File: src/sv/playfair_stream_encrypt_macros.svh
// ----------------------------------------------------------------------------
// playfair stream encrypt assertion macros
// shared property wrappers for the clocked checks in the rtl
// ----------------------------------------------------------------------------
`ifndef PLAYFAIR_STREAM_ENCRYPT_MACROS_SVH
`define PLAYFAIR_STREAM_ENCRYPT_MACROS_SVH

// checked outside reset only
`define PLF_ASSERT_CLK(name, prop, msg) \
  name: assert property (@(posedge clk) disable iff (rst) prop) else $error(msg);

// checked on every edge, reset included
`define PLF_ASSERT_ALL(name, prop, msg) \
  name: assert property (@(posedge clk) prop) else $error(msg);

`endif

File: src/sv/plf_pkg.sv
// ----------------------------------------------------------------------------
// plf_pkg
// letter codes, job and pair types, and key square position helpers
// ----------------------------------------------------------------------------
package plf_pkg;

  localparam int SIDE = 5;
  localparam int CELLS = SIDE * SIDE;
  localparam int ALPHA = 26;

  typedef logic [4:0] letter_t;
  typedef logic [4:0] pos_t;
  typedef logic [2:0] coord_t;

  localparam letter_t CODE_I = 5'd8;
  localparam letter_t CODE_J = 5'd9;
  localparam letter_t CODE_X = 5'd23;
  localparam letter_t LAST_CODE = 5'(ALPHA - 1);
  localparam pos_t LAST_POS = 5'(CELLS - 1);

  localparam logic OP_LOAD = 1'b0;
  localparam logic OP_TEXT = 1'b1;

  localparam logic JOB_LOAD = 1'b0;
  localparam logic JOB_PAIR = 1'b1;

  localparam int JOB_DEPTH = 4;
  localparam int JOB_PTR_W = $clog2(JOB_DEPTH);
  localparam int JOB_CNT_W = $clog2(JOB_DEPTH + 1);

  // load job: l0 = letter, l1 = position; pair job: (l0,l1) and (l2,l3)
  typedef struct packed {
    logic    kind;
    logic    two_pairs;
    logic    final_msg;
    letter_t l0;
    letter_t l1;
    letter_t l2;
    letter_t l3;
  } job_t;

  typedef struct packed {
    letter_t let0;
    letter_t let1;
    logic    final_msg;
  } pair_t;

  function automatic coord_t pos_row(pos_t p);
    coord_t r;
    if (p >= 5'(4 * SIDE)) r = 3'd4;
    else if (p >= 5'(3 * SIDE)) r = 3'd3;
    else if (p >= 5'(2 * SIDE)) r = 3'd2;
    else if (p >= 5'(SIDE)) r = 3'd1;
    else r = 3'd0;
    return r;
  endfunction

  function automatic pos_t pos_at(coord_t r, coord_t c);
    return 5'({r, 2'b00}) + 5'(r) + 5'(c);
  endfunction

  function automatic coord_t pos_col(pos_t p);
    pos_t d;
    d = p - pos_at(pos_row(p), 3'd0);
    return d[2:0];
  endfunction

  function automatic coord_t wrap_inc(coord_t x);
    return (x == 3'(SIDE - 1)) ? 3'd0 : x + 3'd1;
  endfunction

endpackage

File: src/sv/plf_prep.sv
// ----------------------------------------------------------------------------
// plf_prep
// message preparation: j to i, x between doubled letters, x pad at the
// end, pairing into jobs; load requests pass through as load jobs
// ----------------------------------------------------------------------------
module plf_prep (
  input  logic           clk,
  input  logic           rst,
  input  logic           accept,
  input  logic           op,
  input  logic [4:0]     position,
  input  logic [4:0]     letter,
  input  logic           last,
  output logic           push,
  output plf_pkg::job_t  job
);

  plf_pkg::letter_t held_letter;
  logic             held_valid;
  plf_pkg::letter_t pair_first;
  logic             pair_first_valid;

  plf_pkg::letter_t let_n;
  plf_pkg::letter_t chain [4];
  logic [2:0]       len;
  logic             load_ok;
  logic             pair_ready;

  always_comb begin
    let_n = (letter > plf_pkg::LAST_CODE) ? plf_pkg::CODE_X : letter;
    if (let_n == plf_pkg::CODE_J) let_n = plf_pkg::CODE_I;

    for (int k = 0; k < 4; k++) chain[k] = plf_pkg::CODE_X;
    len = 3'd0;
    if (pair_first_valid) begin
      chain[len[1:0]] = pair_first;
      len = len + 3'd1;
    end
    if (held_valid) begin
      chain[len[1:0]] = held_letter;
      len = len + 3'd1;
      if (held_letter == let_n) begin
        chain[len[1:0]] = plf_pkg::CODE_X;
        len = len + 3'd1;
      end
    end
    if (last) begin
      chain[len[1:0]] = let_n;
      len = len + 3'd1;
      // odd prepared text gets an x pad
      if (len[0]) begin
        chain[len[1:0]] = plf_pkg::CODE_X;
        len = len + 3'd1;
      end
    end
  end

  assign load_ok = (position <= plf_pkg::LAST_POS) && (letter <= plf_pkg::LAST_CODE);
  assign pair_ready = len[2] | len[1];

  always_comb begin
    job.final_msg = last;
    if (op == plf_pkg::OP_LOAD) begin
      job.kind = plf_pkg::JOB_LOAD;
      job.two_pairs = 1'b0;
      job.l0 = letter;
      job.l1 = position;
      job.l2 = chain[2];
      job.l3 = chain[3];
      push = accept & load_ok;
    end else begin
      job.kind = plf_pkg::JOB_PAIR;
      job.two_pairs = len[2];
      job.l0 = chain[0];
      job.l1 = chain[1];
      job.l2 = chain[2];
      job.l3 = chain[3];
      push = accept & pair_ready;
    end
  end

  always_ff @(posedge clk) begin
    if (rst) begin
      held_letter <= '0;
      held_valid <= 1'b0;
      pair_first <= '0;
      pair_first_valid <= 1'b0;
    end else if (accept && op == plf_pkg::OP_TEXT) begin
      if (last) begin
        held_valid <= 1'b0;
        pair_first_valid <= 1'b0;
      end else begin
        held_letter <= let_n;
        held_valid <= 1'b1;
        pair_first_valid <= len[0];
        pair_first <= len[1] ? chain[2] : chain[0];
      end
    end
  end

endmodule

File: src/sv/plf_job_fifo.sv
// ----------------------------------------------------------------------------
// plf_job_fifo
// small job queue between preparation and the cipher pipeline
// ----------------------------------------------------------------------------
`include "playfair_stream_encrypt_macros.svh"

module plf_job_fifo (
  input  logic           clk,
  input  logic           rst,
  input  logic           push,
  input  plf_pkg::job_t  din,
  input  logic           pop,
  output logic           full,
  output logic           q_valid,
  output plf_pkg::job_t  dout
);

  plf_pkg::job_t                  mem [plf_pkg::JOB_DEPTH];
  logic [plf_pkg::JOB_PTR_W-1:0]  wr_ptr;
  logic [plf_pkg::JOB_PTR_W-1:0]  rd_ptr;
  logic [plf_pkg::JOB_CNT_W-1:0]  count;

  assign full = (count == plf_pkg::JOB_CNT_W'(plf_pkg::JOB_DEPTH));
  assign q_valid = (count != '0);
  assign dout = mem[rd_ptr];

  always_ff @(posedge clk) begin
    if (push) mem[wr_ptr] <= din;
  end

  always_ff @(posedge clk) begin
    if (rst) begin
      wr_ptr <= '0;
      rd_ptr <= '0;
      count <= '0;
    end else begin
      if (push) wr_ptr <= wr_ptr + 1'b1;
      if (pop) rd_ptr <= rd_ptr + 1'b1;
      if (push && !pop) count <= count + 1'b1;
      else if (!push && pop) count <= count - 1'b1;
    end
  end

  `PLF_ASSERT_CLK(a_push_not_full, push |-> !full, "job push into a full queue")
  `PLF_ASSERT_CLK(a_pop_not_empty, pop |-> q_valid, "job pop from an empty queue")

endmodule

File: src/sv/plf_cipher.sv
// ----------------------------------------------------------------------------
// plf_cipher
// two-stage pair pipeline: position map read, then key square read with
// the row, column and rectangle rules; load jobs write both memories in
// pipeline order
// ----------------------------------------------------------------------------
`include "playfair_stream_encrypt_macros.svh"

module plf_cipher (
  input  logic            clk,
  input  logic            rst,
  input  logic            q_valid,
  input  plf_pkg::job_t   head,
  output logic            pop,
  input  logic            out_free,
  output logic            b_valid,
  output plf_pkg::pair_t  b_pair
);

  plf_pkg::pos_t    pos_mem [plf_pkg::ALPHA];
  plf_pkg::letter_t sq_mem [plf_pkg::CELLS];

  logic             sel;
  logic             a_valid;
  logic             a_load;
  logic             a_final;
  plf_pkg::pos_t    a_pos0;
  plf_pkg::pos_t    a_pos1;
  plf_pkg::pos_t    a_wpos;
  plf_pkg::letter_t a_wlet;

  plf_pkg::letter_t b_let0;
  plf_pkg::letter_t b_let1;
  logic             b_final;

  plf_pkg::letter_t pair_l0;
  plf_pkg::letter_t pair_l1;
  logic             is_load;
  logic             job_end;
  logic             dispatch;
  logic             a_move;
  logic             a_free;
  logic             b_move;
  logic             b_free;

  plf_pkg::coord_t  r0, c0, r1, c1;
  plf_pkg::pos_t    addr0, addr1;

  assign pair_l0 = sel ? head.l2 : head.l0;
  assign pair_l1 = sel ? head.l3 : head.l1;
  assign is_load = (head.kind == plf_pkg::JOB_LOAD);
  assign job_end = is_load | ~head.two_pairs | sel;

  assign b_move = b_valid & out_free;
  assign b_free = ~b_valid | b_move;
  // a load leaves stage a without occupying stage b
  assign a_move = a_valid & (a_load | b_free);
  assign a_free = ~a_valid | a_move;
  assign dispatch = q_valid & a_free;
  assign pop = dispatch & job_end;

  assign r0 = plf_pkg::pos_row(a_pos0);
  assign c0 = plf_pkg::pos_col(a_pos0);
  assign r1 = plf_pkg::pos_row(a_pos1);
  assign c1 = plf_pkg::pos_col(a_pos1);

  always_comb begin
    priority if (c0 == c1) begin
      addr0 = plf_pkg::pos_at(plf_pkg::wrap_inc(r0), c0);
      addr1 = plf_pkg::pos_at(plf_pkg::wrap_inc(r1), c1);
    end else if (r0 == r1) begin
      addr0 = plf_pkg::pos_at(r0, plf_pkg::wrap_inc(c0));
      addr1 = plf_pkg::pos_at(r1, plf_pkg::wrap_inc(c1));
    end else begin
      addr0 = plf_pkg::pos_at(r0, c1);
      addr1 = plf_pkg::pos_at(r1, c0);
    end
  end

  // position map port
  always_ff @(posedge clk) begin
    if (dispatch) begin
      if (is_load) begin
        pos_mem[head.l0] <= head.l1;
      end else begin
        a_pos0 <= pos_mem[pair_l0];
        a_pos1 <= pos_mem[pair_l1];
      end
      a_load <= is_load;
      a_final <= head.final_msg & job_end;
      a_wpos <= head.l1;
      a_wlet <= head.l0;
    end
  end

  // key square port
  always_ff @(posedge clk) begin
    if (a_move) begin
      if (a_load) begin
        sq_mem[a_wpos] <= a_wlet;
      end else begin
        b_let0 <= sq_mem[addr0];
        b_let1 <= sq_mem[addr1];
        b_final <= a_final;
      end
    end
  end

  always_ff @(posedge clk) begin
    if (rst) begin
      sel <= 1'b0;
      a_valid <= 1'b0;
      b_valid <= 1'b0;
    end else begin
      if (dispatch) sel <= ~job_end;

      if (dispatch) a_valid <= 1'b1;
      else if (a_move) a_valid <= 1'b0;

      if (a_move && !a_load) b_valid <= 1'b1;
      else if (b_move) b_valid <= 1'b0;
    end
  end

  assign b_pair.let0 = b_let0;
  assign b_pair.let1 = b_let1;
  assign b_pair.final_msg = b_final;

  `PLF_ASSERT_CLK(a_sel_second_pair, sel |-> q_valid && head.kind == plf_pkg::JOB_PAIR && head.two_pairs, "second pair select without a two pair job")
  `PLF_ASSERT_CLK(a_b_hold, b_valid && !out_free |=> b_valid && $stable(b_let0) && $stable(b_let1), "stage b lost a blocked pair")

endmodule

File: src/sv/plf_out.sv
// ----------------------------------------------------------------------------
// plf_out
// result register: takes one enciphered pair and hands out its two
// letters one request at a time
// ----------------------------------------------------------------------------
`include "playfair_stream_encrypt_macros.svh"

module plf_out (
  input  logic            clk,
  input  logic            rst,
  input  logic            b_valid,
  input  plf_pkg::pair_t  b_pair,
  output logic            out_free,
  output logic            res_valid,
  input  logic            res_stall,
  output logic [4:0]      cipher_letter,
  output logic            final_res
);

  logic           out_valid;
  logic           out_idx;
  plf_pkg::pair_t held;
  logic           out_take;
  logic           load_pair;

  assign out_take = out_valid & ~res_stall;
  // a new pair may enter as the second letter leaves
  assign out_free = ~out_valid | (out_idx & out_take);
  assign load_pair = b_valid & out_free;

  always_ff @(posedge clk) begin
    if (load_pair) held <= b_pair;
  end

  always_ff @(posedge clk) begin
    if (rst) begin
      out_valid <= 1'b0;
      out_idx <= 1'b0;
    end else if (load_pair) begin
      out_valid <= 1'b1;
      out_idx <= 1'b0;
    end else if (out_take) begin
      if (out_idx) out_valid <= 1'b0;
      else out_idx <= 1'b1;
    end
  end

  assign res_valid = out_valid;
  assign cipher_letter = out_idx ? held.let1 : held.let0;
  assign final_res = out_idx & held.final_msg;

  `PLF_ASSERT_CLK(a_second_follows, out_valid && !out_idx |=> out_valid, "pair dropped before its second letter")
  `PLF_ASSERT_ALL(a_reset_empty, rst |=> !out_valid, "result valid right after reset")

endmodule

File: src/sv/playfair_stream_encrypt.sv
// ----------------------------------------------------------------------------
// playfair_stream_encrypt
// playfair encryption of a letter stream with a loadable 5x5 key square
// ----------------------------------------------------------------------------
// Load requests (op 0) write one key square entry and its letter position;
// text requests (op 1) carry one letter each and produce 0, 2 or 4 cipher
// letters, one per result request, with final_res on the last letter of a
// message. Results leave at one letter per cycle while res_stall is low, from
// a single result register; text requests yield a pair every other request,
// a little over one letter on average with the x fill, and load requests
// make no letters. After the request that completes a pair is accepted,
// the pair passes the job queue write, position map read and key square
// read, then reaches the result register. A four-entry job queue lets
// requests keep arriving while results wait; stall rises only when that
// queue is full.
// The key square and position map need no clearing after reset; load the
// whole square before enciphering.
module playfair_stream_encrypt (
  input  logic       clk,
  input  logic       rst,
  input  logic       valid,
  output logic       stall,
  input  logic       op,
  input  logic [4:0] position,
  input  logic [4:0] letter,
  input  logic       last,
  output logic       res_valid,
  input  logic       res_stall,
  output logic [4:0] cipher_letter,
  output logic       final_res
);

  logic           accept;
  logic           push;
  plf_pkg::job_t  job;
  logic           full;
  logic           q_valid;
  plf_pkg::job_t  head;
  logic           pop;
  logic           out_free;
  logic           b_valid;
  plf_pkg::pair_t b_pair;

  assign stall = full;
  assign accept = valid & ~stall;

  plf_prep u_prep (
    .clk      (clk),
    .rst      (rst),
    .accept   (accept),
    .op       (op),
    .position (position),
    .letter   (letter),
    .last     (last),
    .push     (push),
    .job      (job)
  );

  plf_job_fifo u_fifo (
    .clk     (clk),
    .rst     (rst),
    .push    (push),
    .din     (job),
    .pop     (pop),
    .full    (full),
    .q_valid (q_valid),
    .dout    (head)
  );

  plf_cipher u_cipher (
    .clk      (clk),
    .rst      (rst),
    .q_valid  (q_valid),
    .head     (head),
    .pop      (pop),
    .out_free (out_free),
    .b_valid  (b_valid),
    .b_pair   (b_pair)
  );

  plf_out u_out (
    .clk           (clk),
    .rst           (rst),
    .b_valid       (b_valid),
    .b_pair        (b_pair),
    .out_free      (out_free),
    .res_valid     (res_valid),
    .res_stall     (res_stall),
    .cipher_letter (cipher_letter),
    .final_res     (final_res)
  );

endmodule
File: config.mk
export PLATFORM = sky130hd
export DESIGN_NAME = playfair_stream_encrypt
export DESIGN_NICKNAME = d
export VERILOG_FILES = /design/src/sv/plf_pkg.sv /design/src/sv/plf_prep.sv /design/src/sv/plf_job_fifo.sv /design/src/sv/plf_cipher.sv /design/src/sv/plf_out.sv /design/src/sv/playfair_stream_encrypt.sv
export VERILOG_INCLUDE_DIRS = /design/src /design/src/sv
export SDC_FILE = /design/constraint.sdc
export NUM_CORES = 1
export LEC_CHECK = 0
export BUFFER_PORTS_ARGS = -buffer_cell sky130_fd_sc_hd__buf_2
export CAP_MARGIN = 5
export CORE_UTILIZATION = 65
export CTS_BUF_LIST = sky130_fd_sc_hd__clkbuf_4
export CTS_CLUSTER_DIAMETER = 30
export DETAILED_ROUTE_END_ITERATION = 8
export PLACE_DENSITY = 0.82
export SETUP_SLACK_MARGIN = 0.15
export SYNTH_ARGS = -nofsm -noshare
export SYNTH_HDL_FRONTEND = slang
export SYNTH_HIERARCHICAL = 1
export SYNTH_SLANG_ARGS = --single-unit
File: constraint.sdc
create_clock -name clk -period 5.5 [get_ports clk]
set_input_delay 0.825 -clock clk [delete_from_list [all_inputs] [get_ports clk]]
set_output_delay 0.825 -clock clk [all_outputs]
set_load 0.005 [all_outputs]
; ---- After elaboration in Yosys (flattened, before gate mapping)
; Memory sizes are Yosys's and may differ from the RTL's. A register that Yosys moved wholly into a read port is not among the register bits.
; Cells that the tools add are included.
[op_classes]
addsub = 24
order_cmp = 19
n_eq_ne = 9
n_mux = 66
bitwise = 38
reduce_logical = 23
[op_table]
columns = op, count
row1 = 20-bit two-way mux, 5
row2 = 5-bit two-way mux, 15
row3 = 5-bit by 3-bit adder with 5-bit output, 10
row4 = 3-bit two-way mux, 16
row5 = 20-bit bitwise mux, 2
row6 = 5-bit demux with 2-bit select, 4
row7 = 16-bit bitwise OR, 2
row8 = "3-bit by 1-bit adder with 3-bit output, second input constant", 8
row9 = 1-bit two-way mux, 21
row10 = "5-bit by 4-bit greater-or-equal comparator with 1-bit output, second input constant", 4
row11 = "3-bit equality test, second input constant", 5
row12 = "3-bit greater-or-equal comparator, second input constant", 4
row13 = "3-bit by 1-bit less-than comparator with 1-bit output, second input constant", 4
row14 = 1-bit AND, 11
row15 = "5-bit by 3-bit greater-or-equal comparator with 1-bit output, second input constant", 2
row16 = "5-bit greater-or-equal comparator, second input constant", 2
row17 = "5-bit less-or-equal comparator, second input constant", 2
row18 = 1-bit inverter, 10
row19 = 2-bit nonzero test, 5
row20 = 1-bit logical AND, 9
row21 = 2-bit inverter with 3-bit output, 3
row22 = 4-bit AND, 2
row23 = 4-bit inverter, 2
row24 = 2-bit AND reduction, 4
row25 = 14 further kinds, 27
[totals]
ff_bits = 48
ramBits = 347
inputBits = 16
output_inout_bits = 8
elab_cells = 202
memories = 3
[mem_list]
columns = name, words, width, rd, rd_clocked_by_memory_dff, wr, line_no
row1 = u_cipher.pos_mem, 26, 5, 2, 2, 1, plf_cipher.sv:20  ; plf_pkg::pos_t pos_mem [plf_pkg::ALPHA];
row2 = u_cipher.sq_mem, 25, 5, 2, 2, 1, plf_cipher.sv:21  ; plf_pkg::letter_t sq_mem [plf_pkg::CELLS];
row3 = u_fifo.mem, 4, 23, 1, 1, 1, plf_job_fifo.sv:18  ; plf_pkg::job_t mem [plf_pkg::JOB_DEPTH];

; ---- Logic depth before layout (Yosys ltp)
[logic_depth]
word_depth = 18
mapped_depth = 23
depth_no_buf = 23

; ---- Hierarchy
; Netlist, hierarchy kept.
[modules_own_cells]
columns = module, instances, cells_per_inst, area_per_inst_um2, seq_area_each_um2
row1 = plf_cipher, 1, 1095, 15113.2, 8708.4
row2 = plf_job_fifo, 1, 164, 3783.6, 2942.8
row3 = plf_prep, 1, 156, 1061.0, 240.2
row4 = plf_out, 1, 29, 494.2, 370.4
row5 = playfair_stream_encrypt, 1, 1, 13.8, 0.0

; ---- Worst setup path after synthesis
; OpenSTA, ideal clock, no wires.
[synth_timing]
path_kind = flip-flop to flip-flop
startpoint = register u_cipher.a_pos1[1], read port of u_cipher.pos_mem
endpoint = register u_cipher.b_let1[1], read port of u_cipher.sq_mem (data pin)
setup_time_ns = 0.268
t_arrival_ns = 4.752
required_time_ns = 5.232
setup_slack_ns = 0.480
stages_incl_launch_ff = 23
path_buffers = 1
period_less_slack_ns = 5.020
cell_sequence = edfxtp_1 -> nor2_1 -> o21ai_0 -> a221oi_1 -> nor2b_1 -> ha_1 -> inv_1 -> fa_1 -> inv_1 -> a2111o_1 -> nand3_2 -> inv_1 -> fa_1 -> ha_1 -> a21o_1 -> a21oi_1 -> nand3b_1 -> a21oi_1 -> a311o_1 -> clkbuf_1 -> a32o_1 -> a22oi_1 -> nand4_1
[synth_between]
elab_chain_len = 12
elab_cells_between_ends = 24
classes_between = add/sub: 8 / order compare: 4 / eq/ne: 4 / mux: 8
[synth_lines]
columns = element, line_no
row1 = from (decl), plf_cipher.sv:28  ; plf_pkg::pos_t a_pos1;
row2 = 5-bit by 3-bit greater-or-equal comparator with 1-bit output, plf_pkg.sv:53  ; else if (p >= 5'(SIDE)) r = 3'd1;
row3 = 1-bit two-way mux, plf_pkg.sv:53
row4 = 3-bit two-way mux, plf_pkg.sv:52  ; else if (p >= 5'(2 * SIDE)) r = 3'd2;
row5 = 3-bit two-way mux, plf_pkg.sv:51  ; else if (p >= 5'(3 * SIDE)) r = 3'd3;
row6 = 3-bit two-way mux, plf_pkg.sv:50  ; if (p >= 5'(4 * SIDE)) r = 3'd4;
row7 = 5-bit by 3-bit adder with 5-bit output, plf_pkg.sv:59  ; return 5'({r, 2'b00}) + 5'(r) + 5'(c);
row8 = 3-bit subtractor, plf_pkg.sv:64  ; d = p - pos_at(pos_row(p), 3'd0);
row9 = 3-bit by 1-bit adder with 3-bit output or 3-bit equality test (tied branches), plf_pkg.sv:69  ; return (x == 3'(SIDE - 1)) ? 3'd0 : x + 3'd1;
row10 = 3-bit two-way mux, plf_pkg.sv:69
row11 = 5-bit by 3-bit adder with 5-bit output, plf_pkg.sv:59
row12 = 5-bit two-way mux, plf_cipher.sv:71  ; end else if (r0 == r1) begin
row13 = 5-bit two-way mux (*), plf_cipher.sv:68  ; priority if (c0 == c1) begin
row14 = to (decl), plf_cipher.sv:33  ; plf_pkg::letter_t b_let1;
; Mark *: on every way between the ends. The rest lies on a longest branch, timed or not.
; A chain may end at the register's enable or synchronous reset.

; ---- Worst setup path after layout
[layout_timing]
startpoint = register u_cipher.a_pos0[3], read port of u_cipher.pos_mem
endpoint = register u_cipher.b_let0[0], read port of u_cipher.sq_mem (data pin)
[layout_between]
elab_chain_len = 12
elab_cells_between_ends = 24
classes_between = add/sub: 8 / order compare: 4 / eq/ne: 4 / mux: 8
[layout_lines]
columns = element, line_no
row1 = from (decl), plf_cipher.sv:27  ; plf_pkg::pos_t a_pos0;
row2 = 5-bit by 3-bit greater-or-equal comparator with 1-bit output, plf_pkg.sv:53
row3 = 1-bit two-way mux, plf_pkg.sv:53
row4 = 3-bit two-way mux, plf_pkg.sv:52
row5 = 3-bit two-way mux, plf_pkg.sv:51
row6 = 3-bit two-way mux (*), plf_pkg.sv:50
row7 = 5-bit by 3-bit adder with 5-bit output, plf_pkg.sv:59
row8 = 3-bit subtractor, plf_pkg.sv:64
row9 = 3-bit by 1-bit adder with 3-bit output or 3-bit equality test (tied branches), plf_pkg.sv:69
row10 = 3-bit two-way mux, plf_pkg.sv:69
row11 = 5-bit by 3-bit adder with 5-bit output, plf_pkg.sv:59
row12 = 5-bit two-way mux, plf_cipher.sv:71
row13 = 5-bit two-way mux (*), plf_cipher.sv:68
row14 = to (decl), plf_cipher.sv:32  ; plf_pkg::letter_t b_let0;
; Marks and branches as above.

==> metrics.cfg <==
[outcome]
status = complete, no violations

[sta]
fin_crit_ns = 5.14
rsz0062_at_grt = yes
worst_pin_slew_ns = 1.10
finalCritPeriodShare_pct = 93.5
slew_violations = 0
setup_violations = 0
fmax_ghz = 0.194
skew_ns = 0.0812
relSlewSlack_pct = 24.9
final_hold_viol_count = 0

[placement]
gp_congestion = 1.01
dp_hpwl_um = 32700
port-buffer-count = 23

[min_path]
min_from = res_stall
hold_path_depth = 3
min_to = u_out/out_idx
hp-class = input pin to flop

[critical_path]
ff2ff_setup_slack_ns = 0.36
r2r_end = u_cipher/b_let0[0]
crit_type = flop to flop
start_kind = flop
ff2ff_path_depth = 22
critPathRequiredTime_ns = 6.09
arrival_ns = 5.73
crit_path_end_kind = flop
regToRegStartpoint = u_cipher/a_pos0[3]
worstPathMaxFanout = 8

[synthesis]
synth_compound_area_share_pct = 8.18
synth_top_area_cell = edfxtp_1
postSynthAreaPerCell_um2 = 14.2
synth_edf_count = 391
synth-seq-cells = 417
synth-simple-area-share_pct = 8.96
netlist_instances = 1445
yosysWarningCount = 6
synth_xor_xnor_area_share_pct = 0.685
ys_types = 82
synth_top_family_by_area = multiplexers
synth_top_cell_area_share_pct = 57.4
async_flop_share_pct = 0
synth.area.top_cells = edfxtp_1 57%, mux4_2 9.5%, mux2i_1 4.4%
synth_fa_ha_area_share_pct = 2.71
muxShareOfSynthArea_pct = 16.7
syn_nets = 1500
seq_area_frac_synth_pct = 59.9
ys.flop_type = edfxtp_1
syn_area_um2 = 20500

[global_routing]
grt_remaining_overflow = 0
grt_util_all_layers_pct = 30.8
grt_pass1_vias = 13600
grt_max_degree = 36
antenna_found_initial = 1
grt_pass1_wl_um = 75400

[cts]
cts_buffers = 100
clk_pin_slew_ns = 0.07
cts_tree = built
clk_path_buf_depth = 3
h-tree-depth = 3
root_buffer = clkbuf_4
clock_latency_ns = 0.78
cts_sinks = 417

[detailed_routing]
drt-wirelength-per-cell_um = 24.2
ant_nets = 0
drt_pre_antenna_iters = 8
drc_errors = 0
drt_iter0_drc = 1604
vias_per_cell = 6.71
routed_wl_um = 48800
num_vias = 13500

[die]
die_height_um = 179
std_cell_rows = 64
initial_core_util_pct = 66.6
die_w_um = 179
fp.coreArea_um2 = 30700
die_area_um2 = 32200
io_pins = 24

[finish]
regArea_um2 = 12300
final_util_pct = 73.3
multi_input_area_um2 = 7770
drive_gt1_share_pct = 24.4
area_growth_pct = 10.1
nNetsFinal = 1605
nFillCells = 1978

[run]
maxCapViolations = 0

==> kinds of logic (layout without fill, tap and decap cells) <==
group	count (synthesis)	in the layout
compound gates	239	239
xor+xnor	16	16
fa+ha+maj	39	39
buf+inv	119	294
flops	417	417
mux	223	223
other cells	0	1
simple gates	392	392
==> final cells by class <==
class                      count  share of cell area, %
sequential                   417                   54.4
timing repair buffer          78                   2.44
antenna                        1                 0.0111
tap                          396                   2.20
multi-input combinational    909                   34.5
clock inverter                34                   1.08
inverter                      44                  0.733
clock buffer                 138                   4.60
==> through the flow <==
stage | area, µm² | setup WS [ns] | hold slack (ns) | instances | setup TNS (ns)
5_1_grt | 22500 | 0.0101 | 0.340 | 2017 | 0
4_1_cts | 22400 | 0.191 | 0.293 | 2005 | 0
2_1_floorplan | 20500 | 0.480 | 0.400 | 1445 | 0
3_3_place_gp | 21100 | -0.0872 | 0.402 | 1830 | -0.249
3_5_place_dp | 21100 | -0.211 | 0.406 | 1831 | -0.831
6_report | 22500 | 0.356 | 0.346 | 2017 | 0
==> Yosys cell counts (9+ instances only) <==
cell and instances:
nor3_1 10, buf_4 11, edfxtp_1 391, o221ai_1 9, nor2b_1 10, mux2i_1 89, inv_1 43, a211oi_1 19
nand2_1 129, nand2b_1 19, mux4_2 86, dfxtp_1 26, buf_2 18, and2_1 18, nand3_1 32, a221oi_1 10
o21ai_0 35, clkbuf_1 35, a31oi_1 9, xnor2_1 10, ha_1 30, a21oi_1 59, nor2_1 120, o211ai_1 14
fa_1 9, and3_1 16, mux2_2 38
==> state kept, by name, indices dropped and copies added (netlist names), 5 cells and up, named ones only <==
signal	cells
u_out/held	11
u_cipher/b_let0	5
u_fifo/mem	92
u_prep/held_letter	5
u_cipher/sq_mem	125
u_cipher/a_pos0	5
u_cipher/a_wlet	5
u_cipher/b_let1	5
u_cipher/a_wpos	5
u_cipher/pos_mem	130
u_cipher/a_pos1	5
u_prep/pair_first	5
==> worst max path at each step <==
stage,start,endpoint,slack [ns],cells past startpoint
finish,u_cipher/a_pos0[3],u_cipher/b_let0[0],0.36,22
global route,u_cipher/a_pos0[3],u_cipher/b_let0[0],0.01,20
CTS,u_cipher/a_pos0[3],u_cipher/b_let0[4],0.19,20
detailed placement,u_cipher/a_pos0[3],u_cipher/b_let0[4],-0.21,20
global placement,u_cipher/a_pos0[3],u_cipher/b_let0[1],-0.09,18
floorplan,u_cipher/a_pos1[1],u_cipher/b_let1[1],0.48,22
==> per-layer routing <==
metal,vias to the layer above,share of wire (%),track usage (%)
li1,5915,-,-
met1,6608,37,40.5
met2,880,49,50.5
met3,138,10,5.73
met4,0,3.3,14.0
met5,-,0,0
==> what timing repair did <==
item,CTS,global route
resized for setup,2,18
buffers inserted,2,11
endpoints found under the setup margin,5,10
pin swaps,1,2
hold buffers,0,0
==> cells in the final DEF, fill, tap and decap left out, drive strengths merged, types with 33 or more instances in the layout <==
master	n
mux2	45
nand3	33
clkbuf	138
nor2	121
buf	78
nand2	130
mux4	89
edfxtp	391
a21oi	59
inv	44
o21ai	42
mux2i	89
==> worst max-delay path: stages, from the launching register on <==
cell      delay (ns)
edfxtp_1        0.48
inv_1           0.12
o21ai_0         0.08
o21ai_0         0.13
a221oi_2        0.13
nor2b_2         0.19
ha_1            0.17
inv_1           0.05
fa_1            0.36
nand3b_1        0.29
and2_2          0.28
inv_1           0.11
fa_1            0.43
ha_1            0.31
a21o_1          0.17
a21o_1          0.18
a211o_1         0.23
o211ai_1        0.09
buf_4           0.21
nand2_1         0.09
a211oi_1        0.52
a32oi_1         0.22
o311ai_1        0.14
Power is not shown: default switching activity piles up to over one toggle a cycle in this logic, so the estimate is an artifact.
